$ cat config.mk
export PLATFORM = sky130hd
export DESIGN_NAME = calendar_date_arithmetic
export DESIGN_NICKNAME = d
export VERILOG_FILES = /design/src/rtl/cda_pkg.sv /design/src/rtl/cda_pipe_ctrl.sv /design/src/rtl/cda_jdn.sv /design/src/rtl/cda_shift.sv /design/src/rtl/calendar_date_arithmetic.sv
export SDC_FILE = /design/constraint.sdc
export NUM_CORES = 2
export LEC_CHECK = 0
export BUFFER_PORTS_ARGS = -buffer_cell sky130_fd_sc_hd__buf_2
export CAP_MARGIN = 40
export CORE_ASPECT_RATIO = 0.5
export CORE_UTILIZATION = 45
export DETAILED_ROUTE_END_ITERATION = 12
export PLACE_DENSITY = 0.57
export SYNTH_ARGS = -nofsm -noshare
export SYNTH_HDL_FRONTEND = slang
export SYNTH_HIERARCHICAL = 1
export SYNTH_SLANG_ARGS = --single-unit
$ cat constraint.sdc
create_clock -name clk -period 14.79 [get_ports clk]
set_input_delay 0.7395 -clock clk [delete_from_list [all_inputs] [get_ports clk]]
set_output_delay 0.7395 -clock clk [all_outputs]
set_load 0.01 [all_outputs]
$ cat src/rtl/cda_pkg.sv
// ----------------------------------------------------------------------------
// Calendar date arithmetic package
// Pipeline depths, operation codes, shared types and the month offset table.
// ----------------------------------------------------------------------------
`default_nettype none

package cda_pkg;

  localparam int JDN_STAGES   = 3;
  localparam int SHIFT_STAGES = 7;
  localparam int PIPE_STAGES  = JDN_STAGES + SHIFT_STAGES;

  localparam int YEAR_BIAS  = 4800;
  localparam int JDN_OFFSET = 32045;

  typedef enum logic [1:0] {
    MODE_ADD  = 2'd0,
    MODE_SUB  = 2'd1,
    MODE_DIFF = 2'd2,
    MODE_NOP  = 2'd3
  } cda_mode_t;

  typedef struct packed {
    logic [22:0] jdn;
    logic        valid;
    logic        leap;
  } cda_date_info_t;

  // days before the shifted month, March based: (153 * mm + 2) / 5
  function automatic logic [8:0] month_offset(input logic [3:0] mm);
    logic [8:0] ofs;
    case (mm)
      4'd0:    ofs = 9'd0;
      4'd1:    ofs = 9'd31;
      4'd2:    ofs = 9'd61;
      4'd3:    ofs = 9'd92;
      4'd4:    ofs = 9'd122;
      4'd5:    ofs = 9'd153;
      4'd6:    ofs = 9'd184;
      4'd7:    ofs = 9'd214;
      4'd8:    ofs = 9'd245;
      4'd9:    ofs = 9'd275;
      4'd10:   ofs = 9'd306;
      4'd11:   ofs = 9'd337;
      4'd12:   ofs = 9'd367;
      default: ofs = 9'd0;
    endcase
    return ofs;
  endfunction

endpackage

`default_nettype wire

$ cat src/rtl/cda_pipe_ctrl.sv
// ----------------------------------------------------------------------------
// Calendar date arithmetic pipeline control
// Valid bits per stage and per-stage load enables; bubbles collapse on stall.
// ----------------------------------------------------------------------------
`default_nettype none

module cda_pipe_ctrl (
  input  logic                           clk,
  input  logic                           rst,
  input  logic                           in_valid,
  output logic                           in_stall,
  output logic                           out_valid,
  input  logic                           out_stall,
  output logic [cda_pkg::PIPE_STAGES-1:0] en
);
  import cda_pkg::*;

  logic [PIPE_STAGES-1:0] vld;

  always_comb begin
    en[PIPE_STAGES-1] = !vld[PIPE_STAGES-1] || !out_stall;
    for (int i = PIPE_STAGES - 2; i >= 0; i--) begin
      en[i] = !vld[i] || en[i+1];
    end
  end

  always_ff @(posedge clk) begin
    if (rst) begin
      vld <= '0;
    end else begin
      if (en[0]) begin
        vld[0] <= in_valid;
      end
      for (int i = 1; i < PIPE_STAGES; i++) begin
        if (en[i]) begin
          vld[i] <= vld[i-1];
        end
      end
    end
  end

  assign in_stall  = !en[0];
  assign out_valid = vld[PIPE_STAGES-1];

endmodule

`default_nettype wire

$ cat src/rtl/cda_jdn.sv
// ----------------------------------------------------------------------------
// Calendar date arithmetic date to day number
// Three-stage Julian day number of a date, with validity and leap flags.
// ----------------------------------------------------------------------------
`default_nettype none

module cda_jdn (
  input  logic                          clk,
  input  logic [cda_pkg::JDN_STAGES-1:0] en,
  input  logic [4:0]                    day,
  input  logic [3:0]                    month,
  input  logic [13:0]                   year,
  output cda_pkg::cda_date_info_t       info
);
  import cda_pkg::*;

  localparam logic [14:0] RECIP_100 = 15'd20972;

  function automatic logic [4:0] month_days(input logic [3:0] m, input logic leap);
    logic [4:0] len;
    case (m) inside
      4'd1, 4'd3, 4'd5, 4'd7, 4'd8, 4'd10, 4'd12: len = 5'd31;
      4'd4, 4'd6, 4'd9, 4'd11:                    len = 5'd30;
      4'd2:                                       len = leap ? 5'd29 : 5'd28;
      default:                                    len = 5'd0;
    endcase
    return len;
  endfunction

  logic        early_c;
  logic [14:0] yy_c;
  logic [3:0]  mm_c;
  logic [28:0] yprod_c;

  logic [14:0] s1_yy;
  logic [8:0]  s1_moff;
  logic [4:0]  s1_day;
  logic [3:0]  s1_month;
  logic [13:0] s1_year;
  logic [7:0]  s1_yq;

  logic [29:0] yyprod_c;
  logic [23:0] yy365_c;
  logic [13:0] rem_c;
  logic        leap_c;
  logic        valid_c;

  logic [23:0] s2_yy365;
  logic [12:0] s2_yy4;
  logic [8:0]  s2_yyq;
  logic [4:0]  s2_day;
  logic [8:0]  s2_moff;
  logic        s2_leap;
  logic        s2_valid;

  logic [23:0] sum_c;

  always_comb begin
    early_c = month <= 4'd2;
    yy_c    = 15'(year) + 15'(YEAR_BIAS) - {14'd0, early_c};
    mm_c    = early_c ? month + 4'd9 : month - 4'd3;
    yprod_c = 29'(year) * 29'(RECIP_100);
  end

  always_ff @(posedge clk) begin
    if (en[0]) begin
      s1_yy    <= yy_c;
      s1_moff  <= month_offset(mm_c);
      s1_day   <= day;
      s1_month <= month;
      s1_year  <= year;
      s1_yq    <= yprod_c[28:21];
    end
  end

  always_comb begin
    yyprod_c = 30'(s1_yy) * 30'(RECIP_100);
    yy365_c  = 24'(s1_yy) * 24'd365;
    rem_c    = s1_year - 14'(14'(s1_yq) * 14'd100);
    leap_c   = (s1_year[1:0] == 2'b00) && ((rem_c != 14'd0) || (s1_yq[1:0] == 2'b00));
    valid_c  = (s1_year != 14'd0) && (s1_month >= 4'd1) && (s1_month <= 4'd12) &&
               (s1_day != 5'd0) && (s1_day <= month_days(s1_month, leap_c));
  end

  always_ff @(posedge clk) begin
    if (en[1]) begin
      s2_yy365 <= yy365_c;
      s2_yy4   <= s1_yy[14:2];
      s2_yyq   <= yyprod_c[29:21];
      s2_day   <= s1_day;
      s2_moff  <= s1_moff;
      s2_leap  <= leap_c;
      s2_valid <= valid_c;
    end
  end

  always_comb begin
    sum_c = s2_yy365 + 24'(s2_yy4) + 24'(s2_day) + 24'(s2_moff) + 24'(s2_yyq[8:2])
            - 24'(s2_yyq) - 24'(JDN_OFFSET);
  end

  always_ff @(posedge clk) begin
    if (en[2]) begin
      info.jdn   <= sum_c[22:0];
      info.valid <= s2_valid;
      info.leap  <= s2_leap;
    end
  end

endmodule

`default_nettype wire

$ cat src/rtl/cda_shift.sv
// ----------------------------------------------------------------------------
// Calendar date arithmetic shift and back conversion
// Seven-stage day shift, range clamp and day number to date conversion.
// ----------------------------------------------------------------------------
`default_nettype none

module cda_shift #(
  parameter int MAX_YEAR = 9999
) (
  input  logic                            clk,
  input  logic [cda_pkg::SHIFT_STAGES-1:0] en,
  input  cda_pkg::cda_date_info_t         main_info,
  input  cda_pkg::cda_date_info_t         other_info,
  input  cda_pkg::cda_mode_t              mode,
  input  logic signed [22:0]              amount,
  output logic [4:0]                      day_out,
  output logic [3:0]                      month_out,
  output logic [13:0]                     year_out,
  output logic [22:0]                     day_difference,
  output logic [22:0]                     julian_day,
  output logic                            input_valid,
  output logic                            other_valid,
  output logic                            leap_year,
  output logic                            out_of_range
);
  import cda_pkg::*;

  function automatic int jdn_of(input int d, input int m, input int y);
    int a;
    int yy;
    int mm;
    a  = (m <= 2) ? 1 : 0;
    yy = y + YEAR_BIAS - a;
    mm = m + 12 * a - 3;
    return d + (153 * mm + 2) / 5 + 365 * yy + yy / 4 - yy / 100 + yy / 400 - JDN_OFFSET;
  endfunction

  localparam int                 JDN_BIAS     = 32044;
  localparam logic signed [27:0] JD_LO        = 28'(jdn_of(1, 1, 1));
  localparam logic signed [27:0] JD_HI        = 28'(jdn_of(31, 12, MAX_YEAR));
  localparam logic [13:0]        YEAR_CAP     = 14'(MAX_YEAR);
  localparam logic [25:0]        RECIP_146097 = 26'd60207212;
  localparam logic [17:0]        RECIP_1461   = 18'd183735;
  localparam logic [12:0]        RECIP_153    = 13'd6854;
  localparam int                 SIDE_REGS    = SHIFT_STAGES - 1;

  typedef struct packed {
    cda_mode_t   mode;
    logic        below;
    logic        above;
    logic [22:0] diff;
    logic [22:0] jdn;
    logic        in_ok;
    logic        other_ok;
    logic        leap;
  } side_t;

  side_t side [SIDE_REGS];
  side_t side_c;

  logic signed [24:0] jd_c;
  logic signed [24:0] amt_c;
  logic signed [24:0] t_c;
  logic signed [27:0] t_w;
  logic [23:0]        a_c;
  logic [23:0]        s4_a;

  logic [51:0] bprod_c;
  logic [23:0] s5_a;
  logic [8:0]  s5_b;

  logic [26:0] cent_c;
  logic [23:0] c_c;
  logic [8:0]  s6_b;
  logic [15:0] s6_c;

  logic [35:0] dprod_c;
  logic [8:0]  s7_b;
  logic [15:0] s7_c;
  logic [6:0]  s7_dd;

  logic [17:0] quad_c;
  logic [15:0] e_c;
  logic [8:0]  s8_b;
  logic [6:0]  s8_dd;
  logic [8:0]  s8_e;

  logic [10:0] xm_c;
  logic [23:0] mprod_c;
  logic [8:0]  s9_b;
  logic [6:0]  s9_dd;
  logic [8:0]  s9_e;
  logic [3:0]  s9_mm;

  logic        late_c;
  logic [8:0]  day_c;
  logic [3:0]  month_c;
  logic [16:0] year_c;
  logic [4:0]  day_out_next;
  logic [3:0]  month_out_next;
  logic [13:0] year_out_next;
  logic [22:0] diff_next;
  logic        oor_next;

  // shift and range check
  always_comb begin
    jd_c  = signed'({2'b00, main_info.jdn});
    amt_c = signed'({{2{amount[22]}}, amount});
    t_c   = (mode == MODE_SUB) ? jd_c - amt_c : jd_c + amt_c;
    t_w   = signed'({{3{t_c[24]}}, t_c});
    a_c   = t_c[23:0] + 24'(JDN_BIAS);
    side_c.mode     = mode;
    side_c.below    = t_w < JD_LO;
    side_c.above    = t_w > JD_HI;
    side_c.diff     = main_info.jdn - other_info.jdn;
    side_c.jdn      = main_info.jdn;
    side_c.in_ok    = main_info.valid;
    side_c.other_ok = other_info.valid;
    side_c.leap     = main_info.leap;
  end

  always_ff @(posedge clk) begin
    if (en[0]) begin
      side[0] <= side_c;
      s4_a    <= a_c;
    end
    for (int k = 1; k < SIDE_REGS; k++) begin
      if (en[k]) begin
        side[k] <= side[k-1];
      end
    end
  end

  // 400-year cycles
  always_comb begin
    bprod_c = 52'({s4_a, 2'b11}) * 52'(RECIP_146097);
  end

  always_ff @(posedge clk) begin
    if (en[1]) begin
      s5_a <= s4_a;
      s5_b <= bprod_c[51:43];
    end
  end

  always_comb begin
    cent_c = 27'(s5_b) * 27'd146097;
    c_c    = s5_a - cent_c[25:2];
  end

  always_ff @(posedge clk) begin
    if (en[2]) begin
      s6_b <= s5_b;
      s6_c <= c_c[15:0];
    end
  end

  // 4-year cycles
  always_comb begin
    dprod_c = 36'({s6_c, 2'b11}) * 36'(RECIP_1461);
  end

  always_ff @(posedge clk) begin
    if (en[3]) begin
      s7_b  <= s6_b;
      s7_c  <= s6_c;
      s7_dd <= dprod_c[34:28];
    end
  end

  always_comb begin
    quad_c = 18'(s7_dd) * 18'd1461;
    e_c    = s7_c - quad_c[17:2];
  end

  always_ff @(posedge clk) begin
    if (en[4]) begin
      s8_b  <= s7_b;
      s8_dd <= s7_dd;
      s8_e  <= e_c[8:0];
    end
  end

  // month within the March based year
  always_comb begin
    xm_c    = 11'(s8_e) * 11'd5 + 11'd2;
    mprod_c = 24'(xm_c) * 24'(RECIP_153);
  end

  always_ff @(posedge clk) begin
    if (en[5]) begin
      s9_b  <= s8_b;
      s9_dd <= s8_dd;
      s9_e  <= s8_e;
      s9_mm <= mprod_c[23:20];
    end
  end

  // assemble date, clamp and select by operation
  always_comb begin
    late_c  = s9_mm >= 4'd10;
    day_c   = s9_e - month_offset(s9_mm) + 9'd1;
    month_c = late_c ? s9_mm - 4'd9 : s9_mm + 4'd3;
    year_c  = 17'(s9_b) * 17'd100 + 17'(s9_dd) + {16'd0, late_c} - 17'(YEAR_BIAS);
    day_out_next   = 5'd0;
    month_out_next = 4'd0;
    year_out_next  = 14'd0;
    diff_next      = 23'd0;
    oor_next       = 1'b0;
    case (side[SIDE_REGS-1].mode) inside
      MODE_ADD, MODE_SUB: begin
        if (side[SIDE_REGS-1].below) begin
          day_out_next   = 5'd1;
          month_out_next = 4'd1;
          year_out_next  = 14'd1;
          oor_next       = 1'b1;
        end else if (side[SIDE_REGS-1].above) begin
          day_out_next   = 5'd31;
          month_out_next = 4'd12;
          year_out_next  = YEAR_CAP;
          oor_next       = 1'b1;
        end else begin
          day_out_next   = day_c[4:0];
          month_out_next = month_c;
          year_out_next  = year_c[13:0];
        end
      end
      MODE_DIFF: begin
        diff_next = side[SIDE_REGS-1].diff;
      end
      MODE_NOP: begin
        diff_next = 23'd0;
      end
      default: begin
        diff_next = 23'd0;
      end
    endcase
  end

  always_ff @(posedge clk) begin
    if (en[SHIFT_STAGES-1]) begin
      day_out        <= day_out_next;
      month_out      <= month_out_next;
      year_out       <= year_out_next;
      day_difference <= diff_next;
      out_of_range   <= oor_next;
      julian_day     <= side[SIDE_REGS-1].jdn;
      input_valid    <= side[SIDE_REGS-1].in_ok;
      other_valid    <= side[SIDE_REGS-1].other_ok;
      leap_year      <= side[SIDE_REGS-1].leap;
    end
  end

endmodule

`default_nettype wire

$ cat src/rtl/calendar_date_arithmetic.sv
// ----------------------------------------------------------------------------
// Calendar date arithmetic
// Gregorian date shift and date difference through the Julian day number.
// ----------------------------------------------------------------------------
// Takes one request per clock while out_stall stays low and returns each
// result from the last of the ten register stages of the pipeline (three for
// the day number of each date, seven for the shift, the reciprocal divisions
// of the back conversion and the output register).
// A stalled output holds the pipeline only as far as it is full: empty stages
// still take new requests. Modes: add amount, subtract amount, difference of
// the two dates, and no operation. Shifted dates outside years 1 to MAX_YEAR
// clamp to the nearest end and raise out_of_range.
`default_nettype none

module calendar_date_arithmetic #(
  parameter int MAX_YEAR = 9999
) (
  input  logic               clk,
  input  logic               rst,
  input  logic               in_valid,
  output logic               in_stall,
  input  logic [1:0]         mode,
  input  logic [4:0]         day_in,
  input  logic [3:0]         month_in,
  input  logic [13:0]        year_in,
  input  logic signed [22:0] amount,
  input  logic [4:0]         other_day,
  input  logic [3:0]         other_month,
  input  logic [13:0]        other_year,
  output logic               out_valid,
  input  logic               out_stall,
  output logic [4:0]         day_out,
  output logic [3:0]         month_out,
  output logic [13:0]        year_out,
  output logic signed [22:0] day_difference,
  output logic [22:0]        julian_day,
  output logic               input_valid,
  output logic               other_valid,
  output logic               leap_year,
  output logic               out_of_range
);
  import cda_pkg::*;

  logic [PIPE_STAGES-1:0] en;
  cda_date_info_t         main_info;
  cda_date_info_t         other_info;
  cda_mode_t              mode_d   [JDN_STAGES];
  logic signed [22:0]     amount_d [JDN_STAGES];
  logic [22:0]            diff;

  cda_pipe_ctrl u_ctrl (
    .clk       (clk),
    .rst       (rst),
    .in_valid  (in_valid),
    .in_stall  (in_stall),
    .out_valid (out_valid),
    .out_stall (out_stall),
    .en        (en)
  );

  cda_jdn u_jdn_main (
    .clk   (clk),
    .en    (en[JDN_STAGES-1:0]),
    .day   (day_in),
    .month (month_in),
    .year  (year_in),
    .info  (main_info)
  );

  cda_jdn u_jdn_other (
    .clk   (clk),
    .en    (en[JDN_STAGES-1:0]),
    .day   (other_day),
    .month (other_month),
    .year  (other_year),
    .info  (other_info)
  );

  // carry operation and amount alongside the day number stages
  always_ff @(posedge clk) begin
    if (en[0]) begin
      mode_d[0]   <= cda_mode_t'(mode);
      amount_d[0] <= amount;
    end
    for (int k = 1; k < JDN_STAGES; k++) begin
      if (en[k]) begin
        mode_d[k]   <= mode_d[k-1];
        amount_d[k] <= amount_d[k-1];
      end
    end
  end

  cda_shift #(
    .MAX_YEAR (MAX_YEAR)
  ) u_shift (
    .clk            (clk),
    .en             (en[PIPE_STAGES-1:JDN_STAGES]),
    .main_info      (main_info),
    .other_info     (other_info),
    .mode           (mode_d[JDN_STAGES-1]),
    .amount         (amount_d[JDN_STAGES-1]),
    .day_out        (day_out),
    .month_out      (month_out),
    .year_out       (year_out),
    .day_difference (diff),
    .julian_day     (julian_day),
    .input_valid    (input_valid),
    .other_valid    (other_valid),
    .leap_year      (leap_year),
    .out_of_range   (out_of_range)
  );

  assign day_difference = signed'(diff);

endmodule

`default_nettype wire

# == Yosys cells after proc, flatten, opt, wreduce, memory -nomap -nowiden ==
# Memories as Yosys holds them, arrays and structs flattened. A register that Yosys moved wholly into a read port is not among the register bits.
# Cells that the tools add are included.
# W data, S select, Z words.
# word_totals
n_memories,6
ff_bits,494
in_bits,75
output_inout_bits,75
romBits,432
ramBits,393
elab_cells,256
# op_classes
n_addsub,36
reduce_logical,53
n_eq_ne,27
mul,15
order_cmp,11
bitwise_logic,2
n_mux,39
# mem_list
name,depth,word_bits,rd,rd_clocked_by_memory_dff,write_ports,line_no,source
u_shift.side,6,53,6,0,6,cda_shift.sv:58,side_t side [SIDE_REGS];
(name not given),16,9,1,1,0,cda_pkg.sv:32,case (mm)
(name not given),16,9,1,1,0,cda_pkg.sv:32,
(name not given),16,9,1,1,0,cda_pkg.sv:32,
amount_d,3,23,3,0,3,calendar_date_arithmetic.sv:48,logic signed [22:0] amount_d [JDN_STAGES];
mode_d,3,2,3,0,3,calendar_date_arithmetic.sv:47,cda_mode_t mode_d [JDN_STAGES];
# ops
op,n
$mul A15 B13 Y28 const B,2
$reduce_bool A14 Y1,4
$mul A14 B13 Y27 const B,2
$mul A26 B24 Y50 const B,1
$add A23 B13 Y23,2
$add A23 B5 Y23,2
$add A23 B7 Y23,2
$add A23 B9 Y23,2
$mul A15 B9 Y23 const B,2
$sub A23 B15 Y23 const B,2
$sub A23 B9 Y23,2
$eq A4 B4 Y1 const B,10
$mul A18 B18 Y35 const B,1
$mux W5,7
$eq A4 B3 Y1 const B,8
$add A14 B13 Y15 const B,2
$sub A15 B1 Y15,2
$sub A14 B14 Y14,2
$add A24 B23 Y25,1
$gt A25 B24 Y1 const B,1
$lt A25 B22 Y1 const B,1
$mux W1,25
$mux W25,1
$sub A24 B23 Y25,1
other kinds (41),98

# == Longest topological paths before layout ==
# depth
depth_word,13
depth_mapped,37
mapped_depth_nobuf,37

# == Hierarchy ==
# The synthesis kept the hierarchy.
# modules_own_cells
mod,n_inst,seq_area_each_um2,cells_per_inst,area_per_inst_um2
cda_shift,1,16315.6,3386,42535.8
cda_jdn,2,4234.1,1517,17113.9
calendar_date_arithmetic,1,2252.2,75,2252.2
cda_pipe_ctrl,1,200.2,47,410.4

# == Least setup slack after synthesis ==
# OpenSTA, ideal clock, no wires.
# synth_path
path_type,reg2reg
start,reg u_shift.s8_e[1]
end,reg with a tool-made name
t_arrival_ns,7.024
stages_incl_launch_ff,34
t_required_ns,14.670
n_path_buf,0
synth_period_minus_slack_ns,7.144
setup_ns,0.120
slack_ns,7.646
cell_sequence,edfxtp_1 > ha_1 > nor2_1 > inv_1 > a31oi_1 > nor2b_1 > o21a_1 > o21a_1 > o21ai_0 > nand2b_1 > a21oi_1 > xnor2_1 > inv_1 > ha_1 > ha_1 > or2_2 > fa_1 > inv_1 > fa_1 > inv_1 > fa_1 > ha_1 > or3_1 > a221oi_1 > o211a_1 > nor2_1 > o21a_1 > nor2_1 > xnor2_1 > nand2_1 > o21a_1 > ha_1 > mux2i_1 > a211o_1
# synth_lines
element,line_no,source
start: declaration,cda_shift.sv:86,logic [8:0] s8_e;
start signal: assignment,cda_shift.sv:180,s8_e <= e_c[8:0];

==> results_dict.tcl <==
set metrics [dict create \
    end_kind "flop" \
    setup_viol 0 \
    grt_pass1_wl_um 269000 \
    grt_usage_pct 19.0 \
    whs_endpoint "mode_d[0][0]$_DFFE_PP_" \
    timing.final.ws_setup_ns 6.74 \
    max_freq_mhz 124 \
    arrival_ns 8.66 \
    fp.dieH_um 299 \
    rsz0062_at_grt "false" \
    grt_pass1_vias 50444 \
    cts_tree "yes" \
    dp_hpwl_um 135000 \
    holdPathStages 1 \
    portBuffers 149 \
    initial_core_util_pct 45.5 \
    ff2ff_path_depth 33 \
    grt_antenna_before_repair 3 \
    final_cell_mix "inv_1 (1564), ha_1 (1358), edfxtp_1 (895), fa_1 (871), xnor2_1 (251)" \
    drcViolationCount 0 \
    grt_max_degree 72 \
    cp_common_cell "ha_1" \
    tightest_slew_ns 0.920 \
    clkTransAtPathRegs_ns 0.07 \
    slowest_delay_ns 0.50 \
    placed_cell_area_um2 83200 \
    dr.pass1.iters 7 \
    timing.hold.ws_ns 0.179 \
    crit_slowest_cell "fa_1" \
    critPathKind "flop to flop" \
    drv_cap 0 \
    syn-cell-area_um2 79400 \
    final_common_cell "inv_1" \
    relSlewSlack_pct 38.7 \
    drive_gt1_share_pct 5.60 \
    wirelength_um 163000 \
    post-route-period-util_pct 54.4 \
    hold_path_class "primary input to flop" \
    die-area_um2 178000 \
    post_cts_buffers 0 \
    synthToLayoutAreaGrowth_pct 8.84 \
    postSynthAreaPerCell_um2 12.1 \
    clock_skew_ns 0.0550 \
    ctsResizeCount 0 \
    cp.required_ns 15.40 \
    viasPerCell 4.99 \
    dieWidth_um 596 \
    cp_max_fo 7 \
    rows 108 \
    clockRootBuffer "clkbuf_16" \
    nets 9090 \
    rrSetupSlack_ns 6.74 \
    start_kind "flop" \
    synthCells 6539 \
    hold_violations 0 \
    via_count 45764 \
    grt-ovfl-total 0 \
    io_pins 150 \
    drt-initial-drc-count 2104 \
    finalCriticalPeriod_ns 8.05 \
    status "finished clean" \
    clk_path_buf_depth 3 \
    syn-num-nets 8843 \
    cts_sinks 910 \
    ys_warn_count 6 \
    r2r-start "u_shift/s8_e[1]$_DFFE_PP_" \
    wire_per_inst_um 17.8 \
    core_um2 174000 \
    cts.htree.levels 3 \
    cts_buffers 89 \
    timing.setup.tns_ns 0 \
    hold_start "mode[0]" \
    hold_buffers 0 \
    stdcell_area_um2 86400 \
    drtAntennaViolNets 0 \
    gp_congestion 0.901 \
    fill_cells 15363 \
    drv_slew 0 \
    clk_latency_ns 0.74 \
    pre_cts_slack_ns 6.70 \
]
[stage by stage]
step | util (%) | cells
final | 49.6 | 9173
after global routing | 49.6 | 9172
after CTS | 49.5 | 9169
after detailed placement | 47.8 | 9003
after global placement | 47.7 | 8997
after floorplan | - | 6539
[worst max path at each step]
stage	slack, ns	startpoint	endpoint	cells after the start
after floorplan	7.65	u_shift/s8_e[1]$_DFFE_PP_	flop	33
after global placement	6.92	u_shift/s8_e[1]$_DFFE_PP_	flop	33
after detailed placement	6.70	u_shift/s8_e[1]$_DFFE_PP_	flop	33
after CTS	6.65	u_shift/s8_e[1]$_DFFE_PP_	flop	33
after global routing	6.18	u_shift/s8_e[1]$_DFFE_PP_	flop	33
final	6.74	u_shift/s8_e[1]$_DFFE_PP_	flop	33
[critical path: cells and delay by family (launching register included)]
family	cells	cell delay, ns
flip-flops	1	0.49
AND/OR/NAND/NOR	8	1.60
buffers and inverters	4	0.33
multiplexers	1	0.16
adder cells (fa/ha/maj)	8	2.66
XOR/XNOR	2	0.45
AO/OA/AOI/OAI	10	2.21
[sequential cells by signal, summed over array words and instances (netlist names), 15 cells and up, named ones only]
signal and flops:
u_jdn_main/s1_yy 15, u_jdn_main/s2_yy365 23, u_jdn_other/s2_yy365 23, u_shift/s5_a 16
u_jdn_other/s1_yy 15, u_shift/side 318, amount_d 69, u_shift/julian_day 23
u_jdn_other/info 24, u_jdn_main/info 25, u_shift/day_difference 23, u_shift/s6_c 16
u_shift/s4_a 24
[final cells by class]
cell class | count | area [µm²] | share of cell area, %
clock inverters | 68 | 848 | 0.982
diodes | 2 | 5.00 | 0.00579
flip-flops and latches | 910 | 27200 | 31.5
multi-input cells | 4043 | 46300 | 53.6
repair buffers | 176 | 1050 | 1.21
clock buffers | 98 | 2260 | 2.62
well taps | 2310 | 2890 | 3.35
inverters | 1566 | 5880 | 6.81
[layer usage]
layer	track usage, %	vias to the layer above	wire length (µm)	share of wire, %
li1	-	22297	-	-
met1	25.1	22794	74600	46
met2	33.7	507	81600	50
met3	2.63	162	4440	2.7
met4	3.53	4	2530	1.6
met5	0	-	26	0.016
Power is not shown: default switching activity piles up to over one toggle a cycle in this logic, so the estimate is an artifact.
